===== src/rtl/marker_string_extractor_unit_assert.svh =====
// ----------------------------------------------------------------------------
// marker_string_extractor_unit_assert.svh
// Assertion macros shared by the marker string extractor RTL.
// ----------------------------------------------------------------------------
`ifndef MARKER_STRING_EXTRACTOR_UNIT_ASSERT_SVH
`define MARKER_STRING_EXTRACTOR_UNIT_ASSERT_SVH

// clocked check, off during reset
`define MSE_ASSERT(lbl, prop, msg) \
  lbl: assert property (@(posedge clk_i) disable iff (!rst_ni) (prop)) else $error(msg);

// clocked check that also holds while reset is active
`define MSE_ASSERT_ALWAYS(lbl, prop, msg) \
  lbl: assert property (@(posedge clk_i) (prop)) else $error(msg);

`endif


===== src/rtl/mse_pkg.sv =====
// ----------------------------------------------------------------------------
// mse_pkg
// Types, constants and helpers for the marker string extractor.
// ----------------------------------------------------------------------------
`default_nettype none

package mse_pkg;

  localparam int unsigned CfgIdxW    = 2;
  localparam int unsigned CfgDataW   = 32;
  localparam int unsigned TextCountW = 10;
  localparam int unsigned MatchCntW  = 16;

  localparam logic [CfgIdxW-1:0] RegMarker     = 2'd0;
  localparam logic [CfgIdxW-1:0] RegMaxTextLen = 2'd1;
  localparam logic [CfgIdxW-1:0] RegLimitEn    = 2'd2;
  localparam logic [CfgIdxW-1:0] RegMatchLimit = 2'd3;

  localparam logic [31:0]           MarkerReset     = 32'h4028_2329;
  localparam logic [TextCountW-1:0] MaxTextLenReset = 10'd1000;
  localparam logic [MatchCntW-1:0]  MatchLimitReset = 16'd1;

  localparam logic CmdData = 1'b0;
  localparam logic CmdEof  = 1'b1;

  typedef struct packed {
    logic       command;
    logic [7:0] data_byte;
  } in_item_t;

  typedef struct packed {
    logic [7:0] text_byte;
    logic       has_byte;
    logic       text_end;
    logic       stopped;
  } out_item_t;

  typedef struct packed {
    logic shift;
    logic clear;
  } win_ctrl_t;

  function automatic logic is_terminator(input logic [7:0] b);
    return (b == 8'h22) || (b == 8'h3E) || (b == 8'h00) ||
           (b == 8'h0A) || (b == 8'h0D) || (b == 8'h5C);
  endfunction

endpackage

`default_nettype wire


===== src/rtl/mse_window_cell.sv =====
// ----------------------------------------------------------------------------
// mse_window_cell
// One byte of the match window: holds a byte, hands it on when the window
// shifts, and compares it against its byte of the marker.
// ----------------------------------------------------------------------------
`default_nettype none

module mse_window_cell (
  input  wire logic              clk_i,
  input  wire logic              rst_ni,
  input  wire mse_pkg::win_ctrl_t ctrl_i,
  input  wire logic [7:0]        byte_i,
  input  wire logic              valid_i,
  input  wire logic [7:0]        pattern_i,
  output logic [7:0]             byte_o,
  output logic                   valid_o,
  output logic                   hit_o
);

  logic [7:0] byte_q;
  logic       valid_q, valid_d;

  always_comb begin
    valid_d = valid_q;
    if (ctrl_i.clear) begin
      valid_d = 1'b0;
    end else if (ctrl_i.shift) begin
      valid_d = valid_i;
    end
  end

  always_ff @(posedge clk_i or negedge rst_ni) begin
    if (!rst_ni) begin
      valid_q <= 1'b0;
    end else begin
      valid_q <= valid_d;
    end
  end

  always_ff @(posedge clk_i) begin
    if (ctrl_i.shift && !ctrl_i.clear) begin
      byte_q <= byte_i;
    end
  end

  assign byte_o  = byte_q;
  assign valid_o = valid_q;
  assign hit_o   = valid_q && (byte_q == pattern_i);

endmodule

`default_nettype wire


===== src/rtl/marker_string_extractor_unit.sv =====
// ----------------------------------------------------------------------------
// marker_string_extractor_unit
// Scans a byte stream for a four-byte marker and emits the text after it.
// ----------------------------------------------------------------------------
// One input transfer is taken every cycle while the output can move; each
// result appears in the output register in the cycle after its input transfer.
// The rate is set by the single output register: input ready is high when that
// register is empty or its content is being taken in the same cycle. The last
// three stream bytes sit in a row of three window cells that shift by one byte
// per data transfer while searching; the marker compare is one byte per cell plus the new byte.
`default_nettype none

`include "marker_string_extractor_unit_assert.svh"

module marker_string_extractor_unit (
  input  wire logic                            clk_i,
  input  wire logic                            rst_ni,
  input  wire logic                            cfg_we_i,
  input  wire logic [mse_pkg::CfgIdxW-1:0]     cfg_idx_i,
  input  wire logic [mse_pkg::CfgDataW-1:0]    cfg_wdata_i,
  input  wire logic                            in_valid_i,
  output logic                                 in_ready_o,
  input  wire mse_pkg::in_item_t               in_item_i,
  output logic                                 out_valid_o,
  input  wire logic                            out_ready_i,
  output mse_pkg::out_item_t                   out_item_o
);

  localparam int unsigned NumCells = 3;

  // configuration
  logic [31:0]                        marker_q;
  logic [mse_pkg::TextCountW-1:0]     max_len_q;
  logic                               limit_en_q;
  logic [mse_pkg::MatchCntW-1:0]      match_limit_q;

  // control state
  logic                               capturing_q, capturing_d;
  logic [mse_pkg::TextCountW-1:0]     text_count_q, text_count_d;
  logic [mse_pkg::MatchCntW-1:0]      matches_left_q, matches_left_d;
  logic                               halted_q, halted_d;

  logic                               out_valid_q, out_valid_d;
  mse_pkg::out_item_t                 out_q, out_d;

  mse_pkg::win_ctrl_t                 win_ctrl;
  logic [NumCells-1:0][7:0]           cell_byte;
  logic [NumCells-1:0]                cell_valid;
  logic [NumCells-1:0]                cell_hit;
  logic [NumCells-1:0][7:0]           cell_pat;
  logic [NumCells-1:0][7:0]           cell_in_byte;
  logic [NumCells-1:0]                cell_in_valid;

  logic in_xfer;
  logic match;
  logic used_up;

  assign in_ready_o = !out_valid_q || out_ready_i;
  assign in_xfer    = in_valid_i && in_ready_o;

  // cell 0 holds the newest byte, cell 2 the oldest
  for (genvar k = 0; k < NumCells; k++) begin : g_cell
    assign cell_pat[k] = marker_q[8*(k+1) +: 8];
    if (k == 0) begin : g_head
      assign cell_in_byte[k]  = in_item_i.data_byte;
      assign cell_in_valid[k] = 1'b1;
    end else begin : g_body
      assign cell_in_byte[k]  = cell_byte[k-1];
      assign cell_in_valid[k] = cell_valid[k-1];
    end
    mse_window_cell u_cell (
      .clk_i     (clk_i),
      .rst_ni    (rst_ni),
      .ctrl_i    (win_ctrl),
      .byte_i    (cell_in_byte[k]),
      .valid_i   (cell_in_valid[k]),
      .pattern_i (cell_pat[k]),
      .byte_o    (cell_byte[k]),
      .valid_o   (cell_valid[k]),
      .hit_o     (cell_hit[k])
    );
  end

  assign match   = (&cell_hit) && (in_item_i.data_byte == marker_q[7:0]);
  assign used_up = limit_en_q && (matches_left_q == '0);

  always_comb begin
    capturing_d    = capturing_q;
    text_count_d   = text_count_q;
    matches_left_d = matches_left_q;
    halted_d       = halted_q;
    win_ctrl       = '0;
    out_valid_d    = out_valid_q && !out_ready_i;
    out_d          = out_q;

    if (cfg_we_i && (cfg_idx_i == mse_pkg::RegMatchLimit)) begin
      matches_left_d = cfg_wdata_i[mse_pkg::MatchCntW-1:0];
    end else if (in_xfer) begin
      out_d = '0;
      if (halted_q) begin
        out_valid_d   = 1'b1;
        out_d.stopped = 1'b1;
      end else if (in_item_i.command == mse_pkg::CmdEof) begin
        win_ctrl.clear = 1'b1;
        if (capturing_q) begin
          capturing_d    = 1'b0;
          text_count_d   = '0;
          halted_d       = used_up;
          out_valid_d    = 1'b1;
          out_d.text_end = 1'b1;
          out_d.stopped  = used_up;
        end
      end else if (capturing_q) begin
        if (mse_pkg::is_terminator(in_item_i.data_byte) ||
            (text_count_q >= max_len_q)) begin
          win_ctrl.clear = 1'b1;
          capturing_d    = 1'b0;
          text_count_d   = '0;
          halted_d       = used_up;
          out_valid_d    = 1'b1;
          out_d.text_end = 1'b1;
          out_d.stopped  = used_up;
        end else begin
          text_count_d    = text_count_q + 1'b1;
          out_valid_d     = 1'b1;
          out_d.text_byte = in_item_i.data_byte;
          out_d.has_byte  = 1'b1;
        end
      end else if (used_up) begin
        halted_d      = 1'b1;
        out_valid_d   = 1'b1;
        out_d.stopped = 1'b1;
      end else if (match) begin
        win_ctrl.clear = 1'b1;
        capturing_d    = 1'b1;
        text_count_d   = '0;
        if (limit_en_q) begin
          matches_left_d = matches_left_q - 1'b1;
        end
      end else begin
        win_ctrl.shift = 1'b1;
      end
    end
  end

  always_ff @(posedge clk_i or negedge rst_ni) begin
    if (!rst_ni) begin
      marker_q       <= mse_pkg::MarkerReset;
      max_len_q      <= mse_pkg::MaxTextLenReset;
      limit_en_q     <= 1'b0;
      match_limit_q  <= mse_pkg::MatchLimitReset;
      capturing_q    <= 1'b0;
      text_count_q   <= '0;
      matches_left_q <= mse_pkg::MatchLimitReset;
      halted_q       <= 1'b0;
      out_valid_q    <= 1'b0;
    end else begin
      if (cfg_we_i) begin
        unique case (cfg_idx_i)
          mse_pkg::RegMarker:     marker_q      <= cfg_wdata_i;
          mse_pkg::RegMaxTextLen: max_len_q     <= cfg_wdata_i[mse_pkg::TextCountW-1:0];
          mse_pkg::RegLimitEn:    limit_en_q    <= cfg_wdata_i[0];
          mse_pkg::RegMatchLimit: match_limit_q <= cfg_wdata_i[mse_pkg::MatchCntW-1:0];
          default: ;
        endcase
      end
      capturing_q    <= capturing_d;
      text_count_q   <= text_count_d;
      matches_left_q <= matches_left_d;
      halted_q       <= halted_d;
      out_valid_q    <= out_valid_d;
    end
  end

  always_ff @(posedge clk_i) begin
    out_q <= out_d;
  end

  assign out_valid_o = out_valid_q;
  assign out_item_o  = out_q;

  `MSE_ASSERT(a_halt_sticky, halted_q |=> halted_q, "halted state left without reset")
  `MSE_ASSERT(a_halt_idle, halted_q |-> !capturing_q, "capturing while halted")
  `MSE_ASSERT(a_count_capt, (text_count_q != '0) |-> capturing_q,
              "text count set outside a capture")
  `MSE_ASSERT(a_halt_reports, $rose(halted_q) |-> (out_valid_q && out_q.stopped),
              "halt without a stopped transfer")
  `MSE_ASSERT(a_byte_alone, (out_valid_q && out_q.has_byte) |->
              (!out_q.text_end && !out_q.stopped), "text byte mixed with end flags")
  `MSE_ASSERT_ALWAYS(a_limit_kept, (match_limit_q == match_limit_q) || !rst_ni,
              "match limit register unknown")

endmodule

`default_nettype wire


===== config.mk =====
export PLATFORM = sky130hd
export DESIGN_NAME = marker_string_extractor_unit
export DESIGN_NICKNAME = d
export VERILOG_FILES = /design/src/rtl/mse_pkg.sv /design/src/rtl/mse_window_cell.sv /design/src/rtl/marker_string_extractor_unit.sv
export VERILOG_INCLUDE_DIRS = /design/src /design/src/rtl
export SDC_FILE = /design/constraint.sdc
export NUM_CORES = 1
export LEC_CHECK = 0
export BUFFER_PORTS_ARGS = -buffer_cell sky130_fd_sc_hd__buf_2
export CAP_MARGIN = 20
export CORE_MARGIN = 5
export CORE_UTILIZATION = 53
export DETAILED_ROUTE_END_ITERATION = 12
export GPL_ROUTABILITY_DRIVEN = 0
export PLACE_DENSITY = 0.76
export SYNTH_ARGS = -nofsm -noshare
export SYNTH_HDL_FRONTEND = slang
export SYNTH_SLANG_ARGS = --single-unit

===== constraint.sdc =====
create_clock -name clk_i -period 2.6 [get_ports clk_i]
set_clock_uncertainty 0.15 [all_clocks]
set_input_delay 0.78 -clock clk_i [delete_from_list [all_inputs] [get_ports clk_i]]
set_output_delay 0.78 -clock clk_i [all_outputs]
set_load 0.01 [all_outputs]

### After elaboration in Yosys (flattened, before gate mapping)

Cells that the tools add are included.

* output and inout port bits: 13
* flip-flop bits (word level): 110
* logic and storage cells: 133
* input bits: 48

* mux-type cells: 54
* $add $sub $neg: 2
* reductions and logical operators: 37
* eq/ne operators: 18
* order comparisons: 1
* bitwise operators: 3

Operators with widths (count)
* two-way mux 16 bit: 8
* two-way mux 10 bit: 6
* two-way mux 1 bit: 33
* == test 8 bit: 4
* == test 8 x 4 -> 1 bit, second input constant: 2
* == test 8 x 6 -> 1 bit, second input constant: 2
* logical NOT 16 bit: 1
* subtractor 16 x 1 -> 16 bit, second input constant: 1
* two-way mux 2 bit: 7
* adder 10 x 1 -> 10 bit, second input constant: 1
* greater-or-equal comparator 10 bit: 1
* != test 2 x 1 -> 1 bit, second input constant: 5
* nonzero test 2 bit: 5
* logical AND 1 bit: 9
* == test 8 x 7 -> 1 bit, second input constant: 1
* logical NOT 8 bit: 1
* AND reduction 2 bit: 4
* logical OR 1 bit: 7
* AND reduction 7 bit: 1
* AND reduction 3 bit: 2
* AND reduction 6 bit: 1
* == test 2 bit, second input constant: 2
* OR reduction 4 bit: 1
* logical NOT 1 bit: 3
* 5 further kinds: 7

### Depth between registers and ports, before layout

* depth after elaboration: 15
* gate-level depth with buffers: 11
* gate-level depth less buffers: 9

### By module

A second synthesis with hierarchy kept.

* cell total of the unflattened synthesis: 454
* area total of the unflattened synthesis: 5465.2 µm²

Modules (own cells, without submodules)
* marker_string_extractor_unit: cells each 382, area each 4324.1 µm², instances 1
* mse_window_cell: cells each 24, area each 380.4 µm², instances 3

### Least setup slack after synthesis

Ideal clock, no wire load.

* kind: input to register
* start point: input out_ready_i
* end point: register g_cell[0].u_cell.byte_q[0] (enable)
* path buffers: 0
* slack: -0.209 ns
* setup time: 0.385 ns
* stages on the path: 4
* required time: 2.065 ns
* arrival: 2.275 ns
* cell sequence: nand2b_1 -> nand3_1 -> nor2_1 -> and4_1

* longest elaborated chain between the ends: 6

RTL lines
* start: declaration: RTL line marker_string_extractor_unit.sv:25 `input wire logic out_ready_i,`
* logical OR 1 bit *: RTL line marker_string_extractor_unit.sv:58 `assign in_ready_o = !out_valid_q || out_ready_i;`
* logical AND 1 bit *: RTL line marker_string_extractor_unit.sv:59 `assign in_xfer = in_valid_i && in_ready_o;`
* two-way mux 2 bit *: RTL line marker_string_extractor_unit.sv:98 `end else if (in_xfer) begin`
* two-way mux 2 bit *: RTL line marker_string_extractor_unit.sv:96 `if (cfg_we_i && (cfg_idx_i == mse_pkg::RegMatchLimit)) begin`
* logical NOT 1 bit: RTL line mse_window_cell.sv:41 `if (ctrl_i.shift && !ctrl_i.clear) begin`
* logical AND 1 bit *: RTL line mse_window_cell.sv:41
* end signal: assignment: RTL line mse_window_cell.sv:42 `byte_q <= byte_i;`
* end: declaration: RTL line mse_window_cell.sv:20 `logic [7:0] byte_q;`

Mark *: on every way between the ends. The rest lies on a longest branch, timed or not.
A chain may end at the register's enable or synchronous reset.

### Final worst setup path

* start point: register max_len_q[3] (netlist name)
* end point: register text_count_q[2] (netlist name)

* longest elaborated chain between the ends: 5

RTL lines
* start: declaration: RTL line marker_string_extractor_unit.sv:33 `logic [mse_pkg::TextCountW-1:0] max_len_q;`
* start signal: assignment: RTL line marker_string_extractor_unit.sv:149 `max_len_q <= mse_pkg::MaxTextLenReset;`
* start signal: assignment: RTL line marker_string_extractor_unit.sv:161 `mse_pkg::RegMaxTextLen: max_len_q <= cfg_wdata_i[mse_pkg::TextCountW-1:0];`
* greater-or-equal comparator 10 bit: RTL line marker_string_extractor_unit.sv:115 `(text_count_q >= max_len_q)) begin`
* logical OR 1 bit: RTL line marker_string_extractor_unit.sv:114 `if (mse_pkg::is_terminator(in_item_i.data_byte) ||`
* two-way mux 10 bit: RTL line marker_string_extractor_unit.sv:114
* two-way mux 10 bit: RTL line marker_string_extractor_unit.sv:113 `end else if (capturing_q) begin`
* two-way mux 10 bit: RTL line marker_string_extractor_unit.sv:103 `end else if (in_item_i.command == mse_pkg::CmdEof) begin`
* end signal: assignment: RTL line marker_string_extractor_unit.sv:168 `text_count_q <= text_count_d;`
* end: declaration: RTL line marker_string_extractor_unit.sv:39 `logic [mse_pkg::TextCountW-1:0] text_count_q, text_count_d;`

No other way between the ends.

==> run metrics <==
Worst Reg2Reg Path Length in Cells=10; routed len/inst=18.0 um; total negative slack=0 ns; slew margin rel.=66.3%; Peak Freq=397 MHz; Post-DP Area=5950 um^2; first-pass GRT wire length=18.5 mm; Post-Syn Instances=425; outcome=completed; area delta synth->final=18.9%; total wire length=11.7 mm; Main synth FF type=dfrtp_1; vias in the first global route=3695; Clock Sinks=110; ANT nets after route=0; share of layout cells above drive strength 1=37.5%; GR Overflow Total=0; sequential fraction of the synthesis area=55.8%; worst-path fanout max=9; gr usage total=20.3%; Tcrit/Tclk final=96.9%; Die Y=110 um; Tightest Pin Transition=0.504 ns; CTS Hold Buffers Added=0; number of flops mapped to enable cells by yosys=35; Vias=3587; FF+latch count, synth=110; internal power=0.00279 W; RSZ-0062 raised after global routing=true; Post-synth ARST share=68.2%; max-slew violation total from the final report=0; Gate power share=15.3%; post-layout minimum cycle time=2.52 ns; critical path, cell by cell=inv_2, ha_4, and3_4, a221o_1, and3_4, a2111oi_4, nand3_1, buf_6, nor3b_2, a211o_1; commonest cells after routing, fill and taps aside=dfrtp_1, buf_2, mux2_2; Worst R2R End=text_count_q[2]; synth warn=0; switching portion of total power=26.0%; IO Count=61; CP endpoint kind=flop; most used cell, CP=and3_4; root buffer cell=clkbuf_8; vias per cell=5.54; Final Power=0.00376 W; Post-Syn Area=5290 um^2; Max VDD drop=0.318 mV; Setup WS pre-CTS=-0.254 ns; worst skew pair latency=0.38 ns; setup slack, reg-to-reg=0.08 ns; largest net degree at the start of global routing=76; Clk pwr share=27.9%; critical path type=flop to flop; CP Data Required Time=2.76 ns; H-tree depth=3; residual DRC count=0; fin worst setup slack=0.0793 ns; Initial Util=54.1%; NetSw=0.000979 W; clock buffers created by TritonCTS=9; max-cap viol count=0; die area=12100 um^2; FP Rows=36; largest stage delay on the critical path=0.55 ns; library cells used by synthesis=48; post-placement cell count=629; clk buf depth=2; CP arrival=2.68 ns; HPWL after detailed placement=8.35 mm; iteration-0 DRC count of the detailed router=244; initial antenna violation count=0; Reg power frac=56.8%; leakage=2.69 nW; Final #Nets=570; RR Startpoint=max_len_q[3]; worst min path class=primary input to async pin; ANT cells=0; die width=110 um; TritonRoute pass-1 iters=4; Core Footprint=9770 um^2; PwrDens=599 nW/um^2; CTS tree=yes; fin area=6290 um^2; crit path from=max_len_q[3]; CP Launch Type=flop; Reg clk slew, reported paths=0.10 ns; fin cells=647; Synth Net Count=486; final setup vio count=0; final count of hold timing violations=0; CP max-delay cell=dfstp_2; Avg Inst Size Synth=12.4 um^2; # port buffers=60
==> critical path, delay by kind of cell, from the launching register on <==
| family | cells | cell delay, ns |
|---|---|---|
| AO/OA/AOI/OAI | 3 | 0.68 |
| adder cells (fa/ha/maj) | 1 | 0.20 |
| buffers and inverters | 2 | 0.23 |
| flip-flops | 1 | 0.55 |
| AND/OR/NAND/NOR | 4 | 0.64 |
==> power by group through the flow <==
stage | combinational, W | sequential, W | clock, W
after floorplan | 0.000365 | 0.00213 | 0
after global placement | 0.000536 | 0.00216 | 0
after detailed placement | 0.000560 | 0.00217 | 0
after CTS | 0.000567 | 0.00214 | 0.00108
after global routing | 0.000642 | 0.00216 | 0.00115
final | 0.000577 | 0.00214 | 0.00105
==> cell usage after synthesis (3+ instances only) <==
cell	number	share of area, %
nor4_1	3	0.35
ha_1	13	3.1
edfxtp_1	35	20
nand2_1	11	0.78
nand4_1	10	1.2
nand2b_1	3	0.35
a21oi_1	17	1.6
dfrtp_1	59	28
a21o_1	3	0.43
dfstp_2	16	8.0
and3_1	22	2.6
xnor2_1	34	5.6
nor3_1	13	1.2
xor2_1	15	2.5
clkbuf_1	10	0.71
nor2_1	28	2.0
nor2b_1	4	0.47
a211o_1	10	1.7
nor3b_1	5	0.71
mux2_2	44	9.4
inv_1	16	1.1
nand3_1	19	1.8
==> sequential cells by signal, indices dropped and copies added, names as in the netlist <==
name / flops
g_cell.u_cell.valid_o: 3
limit_en_q: 1
out_item_o: 11
g_cell.u_cell.byte_o: 24
matches_left_q: 16
capturing_q: 1
text_count_q: 10
out_valid_o: 1
marker_q: 32
max_len_q: 10
halted_q: 1
==> stage by stage <==
| stage | util [%] | hold WS [ns] |
|---|---|---|
| floorplan | - | 0.297 |
| global placement | 60.8 | 0.302 |
| detailed placement | 60.8 | 0.307 |
| CTS | 63.2 | 0.268 |
| global route | 64.3 | 0.284 |
| finish | 64.3 | 0.266 |
==> routing by layer <==
metal / routed length, um / vias up / part of all wire, % / track usage [%]
li1: - / 1713 / - / -
met1: 4730 / 1774 / 41 / 23.7
met2: 6210 / 84 / 53 / 36.5
met3: 508 / 16 / 4.4 / 5.23
met4: 208 / 0 / 1.8 / 6.23
met5: 0 / - / 0 / 0
==> what timing repair did <==
action,in CTS,in global routing
setup buffers,1,0
pin swaps,1,4
endpoints found under the setup margin,24,34
cloned,0,1
gates resized for setup,5,20
==> layout make-up <==
cell class	count	area (um^2)
multi-input cells	286	2350
flip-flops and latches	110	2950
repair buffers	86	563
clock buffers	11	141
well taps	133	166
fillers	755	3490
clock inverters	5	56.3
inverters	16	60.1
==> logic make-up after synthesis <==
kind of cell	count (synthesis)	share of synthesized area, %
AND/OR/NAND/NOR	134	14.7
flip-flops	110	55.8
XOR/XNOR	49	8.12
multiplexers	46	9.75
AO/OA/AOI/OAI	43	6.18
buffers and inverters	30	2.46
adder cells (fa/ha/maj)	13	3.08
==> how the worst max path moves through the flow <==
stage / endpoint / slack (ns) / cells past startpoint
6_report: text_count_q[2] / 0.08 / 10
5_1_grt: text_count_q[9] / -0.01 / 8
4_1_cts: text_count_q[8] / -0.006 / 10
3_5_place_dp: text_count_q[9] / -0.25 / 10
3_3_place_gp: text_count_q[4] / -0.20 / 9
2_1_floorplan: out_item_o[0] / -0.06 / 10
No activity file was read; power rests on OpenSTA's default activity.
